**src/mtjs_pkg.sv**
```systemverilog
package mtjs_pkg;

   localparam int MAX_JOBS_DEF   = 32;
   localparam int SLOT_COUNT_DEF = 20;

   localparam logic       REQ_LOAD = 1'b0;
   localparam logic       REQ_TICK = 1'b1;

   localparam logic [1:0] CSR_MONTH_NUMBER  = 2'd0;
   localparam logic [1:0] CSR_DAYS_IN_MONTH = 2'd1;
   localparam logic [1:0] CSR_FIRST_WEEKDAY = 2'd2;

   localparam int ANY_MINUTE  = 0;
   localparam int ANY_HOUR    = 1;
   localparam int ANY_DAY     = 2;
   localparam int ANY_MONTH   = 3;
   localparam int ANY_WEEKDAY = 4;

   localparam logic [5:0]  LAST_MINUTE  = 6'd59;
   localparam logic [4:0]  LAST_HOUR    = 5'd23;
   localparam logic [2:0]  LAST_WEEKDAY = 3'd6;
   localparam logic [15:0] COUNT_MAX    = 16'hFFFF;
   localparam logic [20:0] TOTAL_MAX    = 21'h1FFFFF;

   typedef struct packed {
      logic        req_type;
      logic [4:0]  job_index;
      logic        job_valid;
      logic [5:0]  match_minute;
      logic [4:0]  match_hour;
      logic [4:0]  match_day;
      logic [3:0]  match_month;
      logic [2:0]  match_weekday;
      logic [4:0]  any_mask;
      logic [15:0] duration;
   } req_data_type;

   typedef struct packed {
      logic [5:0]  jobs_started;
      logic [4:0]  active_jobs;
      logic [4:0]  peak_active;
      logic [20:0] total_calls;
      logic [4:0]  busiest_job;
      logic [15:0] busiest_count;
      logic        month_done;
      logic        slot_overflow;
   } rsp_data_type;

   typedef struct packed {
      logic [5:0]  minute;
      logic [4:0]  hour;
      logic [4:0]  day;
      logic [3:0]  month;
      logic [2:0]  weekday;
      logic [4:0]  any_mask;
      logic [15:0] duration;
   } job_entry_type;

   typedef struct packed {
      logic        alloc;
      logic        decay;
      logic [15:0] dur;
   } slot_ctl_type;

   typedef enum logic [2:0] {
      ST_IDLE,
      ST_WALK,
      ST_DRAIN,
      ST_DECAY,
      ST_TALLY,
      ST_FINISH
   } seq_state_type;

endpackage

```
**src/mtjs_chan_if.sv**
```systemverilog
interface mtjs_req_if;
   logic                       valid;
   logic                       ready;
   mtjs_pkg::req_data_type     data;
   modport source (output valid, output data, input ready);
   modport sink (input valid, input data, output ready);
endinterface

interface mtjs_rsp_if;
   logic                       valid;
   logic                       ready;
   mtjs_pkg::rsp_data_type     data;
   modport source (output valid, output data, input ready);
   modport sink (input valid, input data, output ready);
endinterface

```
**src/minute_tick_job_schedule_matcher_unit.sv**
```systemverilog
// Cron-style schedule matcher. A load transaction writes one job entry and is answered in the
// cycle after it is taken. A tick transaction simulates one minute (after the month is done it is
// answered without a walk): the job table and call-count memories are walked one entry a cycle
// through their single read port, each matching job takes the lowest free countdown slot (or
// flags an overflow if none is free), then the slots count down, the active slots are tallied and
// the calendar advances. One transaction is worked at a time; a new one is taken as soon as the
// previous response has left or is leaving. No clearing pass is needed after reset.
module minute_tick_job_schedule_matcher_unit #(
   parameter int MAX_JOBS   = mtjs_pkg::MAX_JOBS_DEF,
   parameter int SLOT_COUNT = mtjs_pkg::SLOT_COUNT_DEF
) (
   input  logic       clock,
   input  logic       reset,
   mtjs_req_if.sink   req_ch,
   mtjs_rsp_if.source rsp_ch,
   input  logic       csr_we,
   input  logic [1:0] csr_index,
   input  logic [4:0] csr_wdata
);

   localparam int IW = (MAX_JOBS > 1) ? $clog2(MAX_JOBS) : 1;
   localparam int AW = $clog2(SLOT_COUNT + 1);

   mtjs_pkg::seq_state_type st_ff, st_in;
   logic [IW-1:0]  walk_ff, walk_in;
   logic           pv_ff, pv_in;
   logic [IW-1:0]  pidx_ff, pidx_in;
   logic [5:0]     minute_ff, minute_in;
   logic [4:0]     hour_ff, hour_in;
   logic [4:0]     day_ff, day_in;
   logic [2:0]     wday_ff, wday_in;
   logic [3:0]     month_ff, month_in;
   logic [4:0]     days_ff, days_in;
   logic [5:0]     started_ff, started_in;
   logic           ovf_ff, ovf_in;
   logic [AW-1:0]  act_ff, act_in;
   logic [AW-1:0]  peak_ff, peak_in;
   logic [20:0]    total_ff, total_in;
   logic [IW-1:0]  best_idx_ff, best_idx_in;
   logic [15:0]    best_cnt_ff, best_cnt_in;
   logic           fin_ff, fin_in;
   logic           rsp_vld_ff, rsp_vld_in;

   logic                    req_acc, is_tick, ld_we, rd_en, hit, cnt_we, slot_full;
   logic [15:0]             cnt_inc, rd_count;
   logic [AW-1:0]           slot_active;
   mtjs_pkg::job_entry_type ld_entry, rd_entry;
   logic                    rd_jvalid;
   mtjs_pkg::slot_ctl_type  slot_ctl;

   assign req_ch.ready = (st_ff == mtjs_pkg::ST_IDLE) && (!rsp_vld_ff || rsp_ch.ready);
   assign req_acc      = req_ch.valid && req_ch.ready;
   assign is_tick      = req_acc && (req_ch.data.req_type == mtjs_pkg::REQ_TICK) && !fin_ff;
   assign ld_we        = req_acc && (req_ch.data.req_type == mtjs_pkg::REQ_LOAD) &&
                         ({4'd0, req_ch.data.job_index} < 9'(MAX_JOBS));

   assign ld_entry.minute   = req_ch.data.match_minute;
   assign ld_entry.hour     = req_ch.data.match_hour;
   assign ld_entry.day      = req_ch.data.match_day;
   assign ld_entry.month    = req_ch.data.match_month;
   assign ld_entry.weekday  = req_ch.data.match_weekday;
   assign ld_entry.any_mask = req_ch.data.any_mask;
   assign ld_entry.duration = req_ch.data.duration;

   mtjs_job_store #(.MAX_JOBS(MAX_JOBS), .IW(IW)) u_store (
      .clock     (clock),
      .reset     (reset),
      .ld_we     (ld_we),
      .ld_addr   (IW'(req_ch.data.job_index)),
      .ld_entry  (ld_entry),
      .ld_valid  (req_ch.data.job_valid),
      .rd_en     (rd_en),
      .rd_addr   (walk_ff),
      .cnt_we    (cnt_we),
      .cnt_addr  (pidx_ff),
      .cnt_data  (cnt_inc),
      .rd_entry  (rd_entry),
      .rd_jvalid (rd_jvalid),
      .rd_count  (rd_count)
   );

   mtjs_slot_bank #(.SLOT_COUNT(SLOT_COUNT), .AW(AW)) u_slots (
      .clock  (clock),
      .reset  (reset),
      .ctl    (slot_ctl),
      .full   (slot_full),
      .active (slot_active)
   );

   // next state
   always_comb begin
      st_in = st_ff;
      case (st_ff)
         mtjs_pkg::ST_IDLE: begin
            if (is_tick) st_in = mtjs_pkg::ST_WALK;
         end
         mtjs_pkg::ST_WALK: begin
            if (walk_ff == IW'(MAX_JOBS - 1)) st_in = mtjs_pkg::ST_DRAIN;
         end
         mtjs_pkg::ST_DRAIN:  st_in = mtjs_pkg::ST_DECAY;
         mtjs_pkg::ST_DECAY:  st_in = mtjs_pkg::ST_TALLY;
         mtjs_pkg::ST_TALLY:  st_in = mtjs_pkg::ST_FINISH;
         mtjs_pkg::ST_FINISH: st_in = mtjs_pkg::ST_IDLE;
         default:             st_in = mtjs_pkg::ST_IDLE;
      endcase
   end

   // sequencer outputs
   always_comb begin
      rd_en = 1'b0;
      case (st_ff)
         mtjs_pkg::ST_WALK: rd_en = 1'b1;
         default: begin
         end
      endcase
   end

   assign slot_ctl.decay = (st_ff == mtjs_pkg::ST_DECAY);

   // match stage, working on the entry read in the previous cycle
   assign hit = pv_ff && rd_jvalid &&
      (rd_entry.any_mask[mtjs_pkg::ANY_MINUTE]  || rd_entry.minute  == minute_ff) &&
      (rd_entry.any_mask[mtjs_pkg::ANY_HOUR]    || rd_entry.hour    == hour_ff) &&
      (rd_entry.any_mask[mtjs_pkg::ANY_DAY]     || rd_entry.day     == day_ff) &&
      (rd_entry.any_mask[mtjs_pkg::ANY_MONTH]   || rd_entry.month   == month_ff) &&
      (rd_entry.any_mask[mtjs_pkg::ANY_WEEKDAY] || rd_entry.weekday == wday_ff);

   assign cnt_inc        = rd_count + 16'd1;
   assign cnt_we         = hit && (rd_count != mtjs_pkg::COUNT_MAX);
   assign slot_ctl.alloc = hit;
   assign slot_ctl.dur   = rd_entry.duration;

   always_comb begin
      walk_in     = walk_ff;
      pv_in       = rd_en;
      pidx_in     = walk_ff;
      minute_in   = minute_ff;
      hour_in     = hour_ff;
      day_in      = day_ff;
      wday_in     = wday_ff;
      month_in    = month_ff;
      days_in     = days_ff;
      started_in  = started_ff;
      ovf_in      = ovf_ff;
      act_in      = act_ff;
      peak_in     = peak_ff;
      total_in    = total_ff;
      best_idx_in = best_idx_ff;
      best_cnt_in = best_cnt_ff;
      fin_in      = fin_ff;
      rsp_vld_in  = rsp_vld_ff;

      if (rsp_vld_ff && rsp_ch.ready) rsp_vld_in = 1'b0;

      if (req_acc) begin
         started_in = '0;
         ovf_in     = 1'b0;
         walk_in    = '0;
         if (!is_tick) rsp_vld_in = 1'b1;
      end

      if (rd_en) walk_in = walk_ff + IW'(1);

      if (hit) begin
         started_in = started_ff + 6'd1;
         if (total_ff != mtjs_pkg::TOTAL_MAX) total_in = total_ff + 21'd1;
         if (cnt_we && ((cnt_inc > best_cnt_ff) ||
                        (cnt_inc == best_cnt_ff && pidx_ff < best_idx_ff))) begin
            best_cnt_in = cnt_inc;
            best_idx_in = pidx_ff;
         end
         if (slot_full) ovf_in = 1'b1;
      end

      if (st_ff == mtjs_pkg::ST_TALLY) act_in = slot_active;

      if (st_ff == mtjs_pkg::ST_FINISH) begin
         if (act_ff > peak_ff) peak_in = act_ff;
         rsp_vld_in = 1'b1;
         // calendar advance, holds after the last minute of the month
         if (minute_ff >= mtjs_pkg::LAST_MINUTE && hour_ff >= mtjs_pkg::LAST_HOUR &&
             day_ff >= days_ff) begin
            fin_in = 1'b1;
         end else if (minute_ff < mtjs_pkg::LAST_MINUTE) begin
            minute_in = minute_ff + 6'd1;
         end else begin
            minute_in = '0;
            if (hour_ff < mtjs_pkg::LAST_HOUR) begin
               hour_in = hour_ff + 5'd1;
            end else begin
               hour_in = '0;
               day_in  = day_ff + 5'd1;
               wday_in = (wday_ff >= mtjs_pkg::LAST_WEEKDAY) ? 3'd0 : wday_ff + 3'd1;
            end
         end
      end

      if (csr_we) begin
         case (csr_index)
            mtjs_pkg::CSR_MONTH_NUMBER:  month_in = csr_wdata[3:0];
            mtjs_pkg::CSR_DAYS_IN_MONTH: days_in  = csr_wdata;
            mtjs_pkg::CSR_FIRST_WEEKDAY: wday_in  = csr_wdata[2:0];
            default: begin
            end
         endcase
      end
   end

   always_ff @(posedge clock) begin
      if (reset) begin
         st_ff       <= mtjs_pkg::ST_IDLE;
         walk_ff     <= '0;
         pv_ff       <= 1'b0;
         pidx_ff     <= '0;
         minute_ff   <= '0;
         hour_ff     <= '0;
         day_ff      <= 5'd1;
         wday_ff     <= '0;
         month_ff    <= '0;
         days_ff     <= 5'd31;
         started_ff  <= '0;
         ovf_ff      <= 1'b0;
         act_ff      <= '0;
         peak_ff     <= '0;
         total_ff    <= '0;
         best_idx_ff <= '0;
         best_cnt_ff <= '0;
         fin_ff      <= 1'b0;
         rsp_vld_ff  <= 1'b0;
      end else begin
         st_ff       <= st_in;
         walk_ff     <= walk_in;
         pv_ff       <= pv_in;
         pidx_ff     <= pidx_in;
         minute_ff   <= minute_in;
         hour_ff     <= hour_in;
         day_ff      <= day_in;
         wday_ff     <= wday_in;
         month_ff    <= month_in;
         days_ff     <= days_in;
         started_ff  <= started_in;
         ovf_ff      <= ovf_in;
         act_ff      <= act_in;
         peak_ff     <= peak_in;
         total_ff    <= total_in;
         best_idx_ff <= best_idx_in;
         best_cnt_ff <= best_cnt_in;
         fin_ff      <= fin_in;
         rsp_vld_ff  <= rsp_vld_in;
      end
   end

   assign rsp_ch.valid              = rsp_vld_ff;
   assign rsp_ch.data.jobs_started  = started_ff;
   assign rsp_ch.data.active_jobs   = 5'(act_ff);
   assign rsp_ch.data.peak_active   = 5'(peak_ff);
   assign rsp_ch.data.total_calls   = total_ff;
   assign rsp_ch.data.busiest_job   = 5'(best_idx_ff);
   assign rsp_ch.data.busiest_count = best_cnt_ff;
   assign rsp_ch.data.month_done    = fin_ff;
   assign rsp_ch.data.slot_overflow = ovf_ff;

   a_cnt_rw_apart: assert property (@(posedge clock) disable iff (reset)
      cnt_we && rd_en |-> pidx_ff != walk_ff)
      else $error("count write and read hit the same entry");

   a_busy_no_rsp: assert property (@(posedge clock) disable iff (reset)
      st_ff != mtjs_pkg::ST_IDLE |-> !rsp_vld_ff)
      else $error("response pending while a tick is in progress");

   a_peak_covers: assert property (@(posedge clock) disable iff (reset)
      st_ff == mtjs_pkg::ST_IDLE |-> act_ff <= peak_ff)
      else $error("peak below active count");

   a_total_mono: assert property (@(posedge clock) disable iff (reset)
      !$past(reset) |-> total_ff >= $past(total_ff))
      else $error("call total decreased");

endmodule

```
**src/mtjs_job_store.sv**
```systemverilog
module mtjs_job_store #(
   parameter int MAX_JOBS = mtjs_pkg::MAX_JOBS_DEF,
   parameter int IW       = 5
) (
   input  logic                    clock,
   input  logic                    reset,
   input  logic                    ld_we,
   input  logic [IW-1:0]           ld_addr,
   input  mtjs_pkg::job_entry_type ld_entry,
   input  logic                    ld_valid,
   input  logic                    rd_en,
   input  logic [IW-1:0]           rd_addr,
   input  logic                    cnt_we,
   input  logic [IW-1:0]           cnt_addr,
   input  logic [15:0]             cnt_data,
   output mtjs_pkg::job_entry_type rd_entry,
   output logic                    rd_jvalid,
   output logic [15:0]             rd_count
);

   mtjs_pkg::job_entry_type job_mem [MAX_JOBS];
   logic [15:0]             cnt_mem [MAX_JOBS];

   mtjs_pkg::job_entry_type entry_q_ff;
   logic [15:0]             cnt_q_ff;
   logic [IW-1:0]           raddr_ff, raddr_in;
   logic [MAX_JOBS-1:0]     jvld_ff, jvld_in;
   logic [MAX_JOBS-1:0]     cvld_ff, cvld_in;

   always_ff @(posedge clock) begin
      if (ld_we) begin
         job_mem[ld_addr] <= ld_entry;
      end
      if (rd_en) begin
         entry_q_ff <= job_mem[rd_addr];
      end
   end

   always_ff @(posedge clock) begin
      if (cnt_we) begin
         cnt_mem[cnt_addr] <= cnt_data;
      end
      if (rd_en) begin
         cnt_q_ff <= cnt_mem[rd_addr];
      end
   end

   always_comb begin
      jvld_in  = jvld_ff;
      cvld_in  = cvld_ff;
      raddr_in = raddr_ff;
      if (ld_we) begin
         jvld_in[ld_addr] = ld_valid;
      end
      if (cnt_we) begin
         cvld_in[cnt_addr] = 1'b1;
      end
      if (rd_en) begin
         raddr_in = rd_addr;
      end
   end

   always_ff @(posedge clock) begin
      if (reset) begin
         jvld_ff  <= '0;
         cvld_ff  <= '0;
         raddr_ff <= '0;
      end else begin
         jvld_ff  <= jvld_in;
         cvld_ff  <= cvld_in;
         raddr_ff <= raddr_in;
      end
   end

   // a count never written reads as zero
   assign rd_entry  = entry_q_ff;
   assign rd_jvalid = jvld_ff[raddr_ff];
   assign rd_count  = cvld_ff[raddr_ff] ? cnt_q_ff : 16'd0;

endmodule

```
**src/mtjs_slot_bank.sv**
```systemverilog
module mtjs_slot_bank #(
   parameter int SLOT_COUNT = mtjs_pkg::SLOT_COUNT_DEF,
   parameter int AW         = 5
) (
   input  logic                   clock,
   input  logic                   reset,
   input  mtjs_pkg::slot_ctl_type ctl,
   output logic                   full,
   output logic [AW-1:0]          active
);

   localparam int SW = (SLOT_COUNT > 1) ? $clog2(SLOT_COUNT) : 1;

   logic [SLOT_COUNT-1:0] busy_ff, busy_in;
   logic [15:0]           left_ff [SLOT_COUNT];
   logic [15:0]           left_in [SLOT_COUNT];
   logic [SW-1:0]         sel;
   logic                  found;

   // lowest free slot
   always_comb begin
      found = 1'b0;
      sel   = '0;
      for (int s = 0; s < SLOT_COUNT; s++) begin
         if (!found && !busy_ff[s]) begin
            found = 1'b1;
            sel   = SW'(s);
         end
      end
   end

   assign full = &busy_ff;

   always_comb begin
      busy_in = busy_ff;
      for (int s = 0; s < SLOT_COUNT; s++) begin
         left_in[s] = left_ff[s];
      end
      if (ctl.alloc && found) begin
         busy_in[sel] = 1'b1;
         left_in[sel] = ctl.dur;
      end
      if (ctl.decay) begin
         for (int s = 0; s < SLOT_COUNT; s++) begin
            if (busy_ff[s]) begin
               if (left_ff[s] == 16'd0) begin
                  busy_in[s] = 1'b0;
               end else begin
                  left_in[s] = left_ff[s] - 16'd1;
               end
            end
         end
      end
   end

   always_comb begin
      active = '0;
      for (int s = 0; s < SLOT_COUNT; s++) begin
         active = active + AW'(busy_ff[s]);
      end
   end

   always_ff @(posedge clock) begin
      if (reset) begin
         busy_ff <= '0;
      end else begin
         busy_ff <= busy_in;
      end
   end

   always_ff @(posedge clock) begin
      for (int s = 0; s < SLOT_COUNT; s++) begin
         left_ff[s] <= left_in[s];
      end
   end

endmodule
```
**src/flat_wrapper.sv**
```systemverilog
// flat-port wrapper written by rule: the top's interface ports become plain ports
module minute_tick_job_schedule_matcher_unit_flat 
#(
   parameter int MAX_JOBS   = mtjs_pkg::MAX_JOBS_DEF,
   parameter int SLOT_COUNT = mtjs_pkg::SLOT_COUNT_DEF
)
  (clock, reset, csr_we, csr_index, csr_wdata, req_ch_valid, req_ch_data, req_ch_ready, rsp_ch_valid, rsp_ch_data, rsp_ch_ready);
  mtjs_req_if req_ch_i ();
  mtjs_rsp_if rsp_ch_i ();
  input  logic clock;
  input  logic reset;
  input  logic csr_we;
  input  logic [1:0] csr_index;
  input  logic [4:0] csr_wdata;
  input wire logic [$bits(req_ch_i.valid)-1:0] req_ch_valid;
  input wire logic [$bits(req_ch_i.data)-1:0] req_ch_data;
  output wire logic [$bits(req_ch_i.ready)-1:0] req_ch_ready;
  output wire logic [$bits(rsp_ch_i.valid)-1:0] rsp_ch_valid;
  output wire logic [$bits(rsp_ch_i.data)-1:0] rsp_ch_data;
  input wire logic [$bits(rsp_ch_i.ready)-1:0] rsp_ch_ready;
  assign req_ch_i.valid = req_ch_valid;
  assign req_ch_i.data = req_ch_data;
  assign req_ch_ready = req_ch_i.ready;
  assign rsp_ch_valid = rsp_ch_i.valid;
  assign rsp_ch_data = rsp_ch_i.data;
  assign rsp_ch_i.ready = rsp_ch_ready;
  minute_tick_job_schedule_matcher_unit #(.MAX_JOBS(MAX_JOBS), .SLOT_COUNT(SLOT_COUNT)) u_core (.clock(clock), .reset(reset), .req_ch(req_ch_i), .rsp_ch(rsp_ch_i), .csr_we(csr_we), .csr_index(csr_index), .csr_wdata(csr_wdata));
endmodule
```
**config.mk**
```make
export PLATFORM = sky130hd
export DESIGN_NAME = minute_tick_job_schedule_matcher_unit_flat
export DESIGN_NICKNAME = d
export VERILOG_FILES = /design/src/mtjs_pkg.sv /design/src/mtjs_chan_if.sv /design/src/minute_tick_job_schedule_matcher_unit.sv /design/src/mtjs_job_store.sv /design/src/mtjs_slot_bank.sv /design/src/flat_wrapper.sv
export SDC_FILE = /design/constraint.sdc
export NUM_CORES = 2
export LEC_CHECK = 0
export BUFFER_PORTS_ARGS = -buffer_cell sky130_fd_sc_hd__buf_2
export CORE_MARGIN = 3
export CORE_UTILIZATION = 65
export DETAILED_ROUTE_END_ITERATION = 10
export PLACE_DENSITY_LB_ADDON = 0.2
export SETUP_SLACK_MARGIN = 0.15
export SYNTH_ARGS = -nofsm -noshare
export SYNTH_HDL_FRONTEND = slang
export SYNTH_SLANG_ARGS = --single-unit
export TNS_END_PERCENT = 50
```
**constraint.sdc**
```tcl
create_clock -name clock -period 14.54 [get_ports clock]
set_clock_uncertainty 0.15 [all_clocks]
set_input_delay 1.454 -clock clock [delete_from_list [all_inputs] [get_ports clock]]
set_output_delay 1.454 -clock clock [all_outputs]
set_load 0.01 [all_outputs]
```
== Word level (Yosys, flattened, before mapping) ==
Memory sizes are Yosys's and may differ from the RTL's. A register that Yosys moved wholly into a read port is not among the register bits.
Cells that the tools add are included.

* Output and inout bits: 62
* Memories kept: 3
* Input port bits: 63
* RAM bits: 2240
* Bits in registers: 192

* Mux-type cells: 166
* Eq/ne operators: 18
* Bitwise operators: 7
* Magnitude comparators: 18
* $add $sub $neg: 47
* Reduce and logical (&&, ||, !) cells: 122

{| class="wikitable"
|+ Memory list
! name !! depth !! width !! rd ports !! clocked after Yosys merged registers in !! write ports !! RTL line !! text
|-
| u_core.u_store.job_mem || 32 || 44 || 1 || 1 || 1 || mtjs_job_store.sv:21 || <nowiki>mtjs_pkg::job_entry_type job_mem [MAX_JOBS];</nowiki>
|-
| u_core.u_store.cnt_mem || 32 || 16 || 1 || 1 || 1 || mtjs_job_store.sv:22 || <nowiki>logic [15:0] cnt_mem [MAX_JOBS];</nowiki>
|-
| u_core.u_slots.left_ff || 20 || 16 || 20 || 0 || 20 || mtjs_slot_bank.sv:15 || <nowiki>logic [15:0] left_ff [SLOT_COUNT];</nowiki>
|}

{| class="wikitable"
|+ Operators with widths
! cell !! count
|-
| two-way mux 16 bit || 42
|-
| two-way mux 320 bit || 2
|-
| bitwise mux 320 bit || 1
|-
| logical NOT 16 bit || 20
|-
| subtractor 16 x 1 -> 16 bit, second input constant || 20
|-
| demux 16 bit (select 5 bit) || 1
|-
| two-way mux 1 bit || 78
|-
| adder 5 x 1 -> 5 bit || 15
|-
| two-way mux 5 bit || 12
|-
| logical AND 1 bit || 41
|-
| two-way mux 20 bit || 2
|-
| logical NOT 1 bit || 39
|-
| two-way mux 3 bit || 13
|-
| bitwise mux 32 bit || 1
|-
| OR 32 bit || 1
|-
| < comparator 5 x 6 -> 1 bit, second input constant || 4
|-
| adder 21 x 1 -> 21 bit, second input constant || 1
|-
| inequality test 21 bit, second input constant || 1
|-
| OR 20 bit || 1
|-
| AND reduction 20 bit || 1
|-
| two-way mux 6 bit || 3
|-
| adder 16 x 1 -> 16 bit, second input constant || 1
|-
| == test 16 bit || 1
|-
| greater-than comparator 16 bit || 1
|-
| other kinds (43) || 76
|}

== Longest topological paths before layout ==
* Word-level depth: 67
* Depth in mapped cells: 22
* Mapped depth without buffers: 19

== Hierarchy ==
A second synthesis with hierarchy kept.

* Cell total of the unflattened synthesis: 6462
* Area, all modules: 102686.0 um^2

{| class="wikitable"
|+ By module, submodules not included
! module !! sequential area each (um^2) !! times used !! area an instance (um^2) !! cells each
|-
| mtjs_job_store || 60838.3 || 1 || 77569.4 || 3204
|-
| mtjs_slot_bank || 6806.5 || 1 || 19149.6 || 2524
|-
| minute_tick_job_schedule_matcher_unit || 2062.0 || 1 || 5967.0 || 734
|}

== Worst setup path after synthesis ==
OpenSTA, ideal clock, no wires.

* Path type: register to register
* Start: reg u_core.u_store.raddr_ff[0]
* End: mem u_core.u_store.cnt_mem[25][0] (enable)
* Setup slack: 8.643 ns
* Path buffers: 3
* Required time: 13.957 ns
* Library setup time: 0.433 ns
* Period minus slack after synthesis: 5.897 ns
* Stages on the path, launching flop included: 16
* Arrival time: 5.313 ns
* Path through: dfxtp_1 buf_4 buf_4 mux4_2 mux2i_1 mux4_2 nand2b_1 inv_1 ha_1 and4_1 and3_1 and3_1 nand4b_1 nand3_2 buf_2 nor4_1

* Cells in the longest elaborated chain, start to end: 11
* Elaborated cells between the ends (all ways): 15
* Those cells by class: eq/ne: 1; mux: 7; reduce/logical: 7

{| class="wikitable"
|+ RTL lines
! what !! RTL line !! text
|-
| start, declared || mtjs_job_store.sv:26 || <nowiki>logic [IW-1:0] raddr_ff, raddr_in;</nowiki>
|-
| start signal, assigned || mtjs_job_store.sv:71 || <nowiki>raddr_ff <= raddr_in;</nowiki>
|-
| parallel branches: the longest is 8 deep, another holds two-way mux 16 bit || - ||
|-
| logical AND 1 bit * || minute_tick_job_schedule_matcher_unit.sv:129 || <nowiki>assign cnt_we = hit && (rd_count != mtjs_pkg::COUNT_MAX);</nowiki>
|-
| two-way mux 1 bit * || mtjs_job_store.sv:40 || <nowiki>if (cnt_we) begin</nowiki>
|-
| two-way mux 1 bit (not written as such) * || mtjs_job_store.sv:41 || <nowiki>cnt_mem[cnt_addr] <= cnt_data;</nowiki>
|-
| end, declared || mtjs_job_store.sv:22 ||
|}

Mark *: on every way between the ends. The select of a mux whose other input is x is not followed.

== Worst setup path after layout ==
* Start: reg u_core.u_store.raddr_ff[0]
* End: reg u_core.best_cnt_ff[13]

* Elaborated cells between the ends (all ways): 20
* Those cells by class: add/sub: 1; order compare: 1; eq/ne: 2; mux: 5; reduce/logical: 11

{| class="wikitable"
|+ RTL lines
! what !! RTL line !! text
|-
| binary-select mux 1 bit (select 5 bit) * || mtjs_job_store.sv:78 || <nowiki>assign rd_count = cvld_ff[raddr_ff] ? cnt_q_ff : 16'd0;</nowiki>
|-
| two-way mux 1 bit (not written as such) * || mtjs_job_store.sv:78 ||
|-
| two-way mux 16 bit * || mtjs_job_store.sv:78 ||
|-
| adder 16 x 1 -> 16 bit * || minute_tick_job_schedule_matcher_unit.sv:128 || <nowiki>assign cnt_inc = rd_count + 16'd1;</nowiki>
|-
| named net u_core.cnt_inc[0] || minute_tick_job_schedule_matcher_unit.sv:45 || <nowiki>logic [15:0] cnt_inc, rd_count;</nowiki>
|-
| parallel branches: the longest is 2 deep, another holds greater-than comparator 16 bit || - ||
|-
| logical OR 1 bit * || minute_tick_job_schedule_matcher_unit.sv:167 || <nowiki>if (cnt_we && ((cnt_inc > best_cnt_ff) ||</nowiki>
|-
| logical AND 1 bit * || minute_tick_job_schedule_matcher_unit.sv:167 ||
|-
| AND reduction 2 bit (no source line) * || - ||
|-
| end signal, assigned || minute_tick_job_schedule_matcher_unit.sv:247 || <nowiki>best_cnt_ff <= best_cnt_in;</nowiki>
|-
| end, declared || minute_tick_job_schedule_matcher_unit.sv:40 || <nowiki>logic [15:0] best_cnt_ff, best_cnt_in;</nowiki>
|}

Mark *: on every way through the listed nets, which the timed path passes. The select of a mux whose other input is x is not followed.
A chain may end at the register's enable or synchronous reset.

==> impl_metrics.ini <==
[critical_path]
crit_chain = mux4_2 > mux2i_1 > mux4_2 > nand2b_1 > inv_1 > ha_1 > and4_1 > and3_1 > and3_1 > xnor2_1 > nor2_1 > buf_4 > ha_1 > nand4_1 > nor2_1 > o31ai_1 > a211oi_4 > buf_4 > mux2i_1 > nor2_1
crit_arrival_ps = 8090
worst-endpoint-required_ps = 15080
critPathCaptureType = flop
slowest_stage = nand2b_1
worstSetupPathType = flop to flop
critPathMaxFanout = 34
crit_path_frequent_cell = nor2_1
critPathLaunchType = flop
worst_path_largest_cell_delay_ps = 1030

[timing]
hold-worst-slack_ps = 317
rsz0062_at_grt = no
min_period_over_period_pct = 51.9
final-setup-viol-count = 0
fmax_mhz = 132
layout_setup_ws_ps = 6990
tns_ps = 0
fin_crit_ps = 7550
slew_violations = 0
finalHoldViolations = 0
tightestPinTransition_ps = 1270
relSlewSlack_pct = 15.2

[drt]
viasPerCell = 7.00
wire_per_inst_um = 30.1
first_pass_iters = 6
wl_um = 266000
antenna_left = 0
drtIter0Drc = 8783
num_vias = 61725
drc_errors = 0

[clock_network]
post_cts_resized = 0
cts_made_buffers = 231
postCtsSetupBuffers = 0
hold_buffers = 0
cts_root_buffer = clkbuf_16
cts.path.max_buffers = 3
path_clk_slew_ps = 60
cts_tree = built
htreeDepth = 4
clock_latency_ps = 880
cts_sinks = 2492

[worst_hold_path]
worstHoldPathType = flop to flop

[place]
gp_congestion = 0.889
hpwl_um = 143000
port_buffers = 124
place_ws_ps = 7060
dp.cells = 8373

[final_layout]
areaGrowthSynthToFinish_pct = 10.7
final_cell_count_no_fill = 8813
mostFrequentLayoutCell = edfxtp_1
final_layout_size_suffix_gt1_share_pct = 21.3
fin_nets = 6694
final_cell_mix = 1980 x edfxtp_1, 617 x mux4_2, 507 x dfxtp_1

[pwr]
power_w = 0.0142
internal_power_w = 0.0112
swShare_pct = 21.0
ir_drop_mv = 0.131
p_leak_nw = 35.3
power_density_nw_per_um2 = 126
seqPwrFrac_pct = 54.2
p_sw_w = 0.00300
clockPowerShare_pct = 42.7
combPwrFrac_pct = 3.1

[synth]
netlist_area_sq_um = 102000
synth_cells = 6400
ys_ff_latch = 2492
ys_warn_count = 0
avgSynthCellArea_sq_um = 16.0
async_reset_ff_share_pct = 0
synth-edff-count = 1980
synth_fp_nets = 6546
yosys.cell_types.count = 102
synthFlopType = edfxtp_1
synth-seq-area-share_pct = 68.1

[global_route]
grt_usage_pct = 32.9
antenna_found_initial = 20
grt_pass1_wl_um = 395000
grt_max_degree = 171
grt_pass1_vias = 60246
overflow = 0

[run_status]
outcome = finished clean

[floorplanning]
die_h_um = 403
core_sq_um = 156000
rows = 145
io_pins = 125
die_area_sq_um = 162000
start_util_pct = 65.5
die_w_um = 403

[job]
maxCapViolations = 0
==> metal layers <==
metal | wire length, um | global-route usage (%)
met5 | 55 | 0
met4 | 11600 | 13.1
met3 | 27300 | 6.28
met2 | 128000 | 52.3
met1 | 98400 | 45.9
==> synth_stat cells, types with 20 or more instances <==
cell type  count  area [sq um]
or4_1         20           150
and3_1        36           225
nand2b_1      46           288
nor2_1       501          1880
dfxtp_1      512         10200
a211oi_1      41           308
buf_2         29           145
ha_1          69           863
a21oi_1      303          1520
buf_1         45           169
o221a_2       28           315
clkbuf_1     243           912
o211ai_1      33           248
nor3_1       137           686
o32ai_1       31           272
edfxtp_1    1980         59500
xnor2_1       40           350
o31ai_1       22           165
a31oi_1       28           175
mux2i_1       95           951
mux4_2       617         13900
inv_1        197           739
nand2_1      290          1090
nor4_1        44           275
nand4_1       79           494
o21ai_0      242          1210
mux2_2        63           709
or3_1         67           419
nand3_1      189           946
xor2_1        32           280
==> sequential cells by signal, summed over array words and instances (netlist names), 20 cells and up <==
signal / cells
u_core.u_slots.busy_ff: 20
u_core.u_slots.left_ff: 320
u_core.u_store.jvld_ff: 32
u_core.u_store.rd_entry: 44
u_core.total_ff: 21
u_core.u_store.cvld_ff: 32
u_core.u_store.job_mem: 1408
u_core.u_store.cnt_mem: 512
==> cells by family (layout without fill, tap and decap cells) <==
| logic type | after synthesis | in the layout | share of synthesized area, % |
|---|---|---|---|
| AND/OR/NAND/NOR | 1547 | 1547 | 7.39 |
| flip-flops | 2492 | 2492 | 68.1 |
| adder cells (fa/ha/maj) | 83 | 83 | 1.12 |
| XOR/XNOR | 72 | 72 | 0.616 |
| multiplexers | 775 | 775 | 15.2 |
| AO/OA/AOI/OAI | 901 | 901 | 5.59 |
| other | 0 | 13 | 0 |
| buffers and inverters | 530 | 872 | 2.04 |
==> power by group through the flow <==
stage | Combinational (W) | Clock (W) | Sequential [W]
after floorplan | 0.000266 | 0 | 0.00786
after global placement | 0.000422 | 0 | 0.00787
after detailed placement | 0.000431 | 0 | 0.00788
after CTS | 0.000439 | 0.00614 | 0.00772
after global routing | 0.000466 | 0.00640 | 0.00772
final | 0.000439 | 0.00608 | 0.00772
==> final timing paths <==
check	slack, ps	depth (start not counted)	endpoint	startpoint
max	6990	20	u_core.best_cnt_ff[13]$_SDFFE_PP0P_	u_core.u_store.raddr_ff[0]$_SDFFE_PP0P_
min	320	1	u_core.u_slots.left_ff[3][31]$_DFF_P_	u_core.u_slots.left_ff[3][31]$_DFF_P_
max reg2reg	6990	20	u_core.best_cnt_ff[13]$_SDFFE_PP0P_	u_core.u_store.raddr_ff[0]$_SDFFE_PP0P_
min reg2reg	320	1	u_core.u_slots.left_ff[3][31]$_DFF_P_	u_core.u_slots.left_ff[3][31]$_DFF_P_
==> critical path: cells and delay by family (launching register included) <==
| family | cells | cell delay (ps) |
|---|---|---|
| fa+ha+maj | 2 | 700 |
| mux | 4 | 1640 |
| buf+inv | 3 | 920 |
| xor+xnor | 1 | 170 |
| simple gates | 8 | 2110 |
| flops | 1 | 990 |
| compound gates | 2 | 670 |
==> cell type report <==
class	instances	area, sq um
Sequential cell	2492	69700
Fill cell	9159	43000
Multi-Input combinational cell	3378	31000
Clock buffer	313	6330
Tap cell	2058	2570
Timing Repair Buffer	247	1600
Clock inverter	114	1330
Inverter	198	746
Antenna cell	13	32.5
==> metrics by stage <==
stage	utilization [%]	cell area [sq um]
final	72.5	113000
after global routing	72.5	113000
after CTS	72.5	113000
after detailed placement	67.6	106000
after global placement	67.6	106000
after floorplan	-	102000
(Power assumes the default switching activity.)
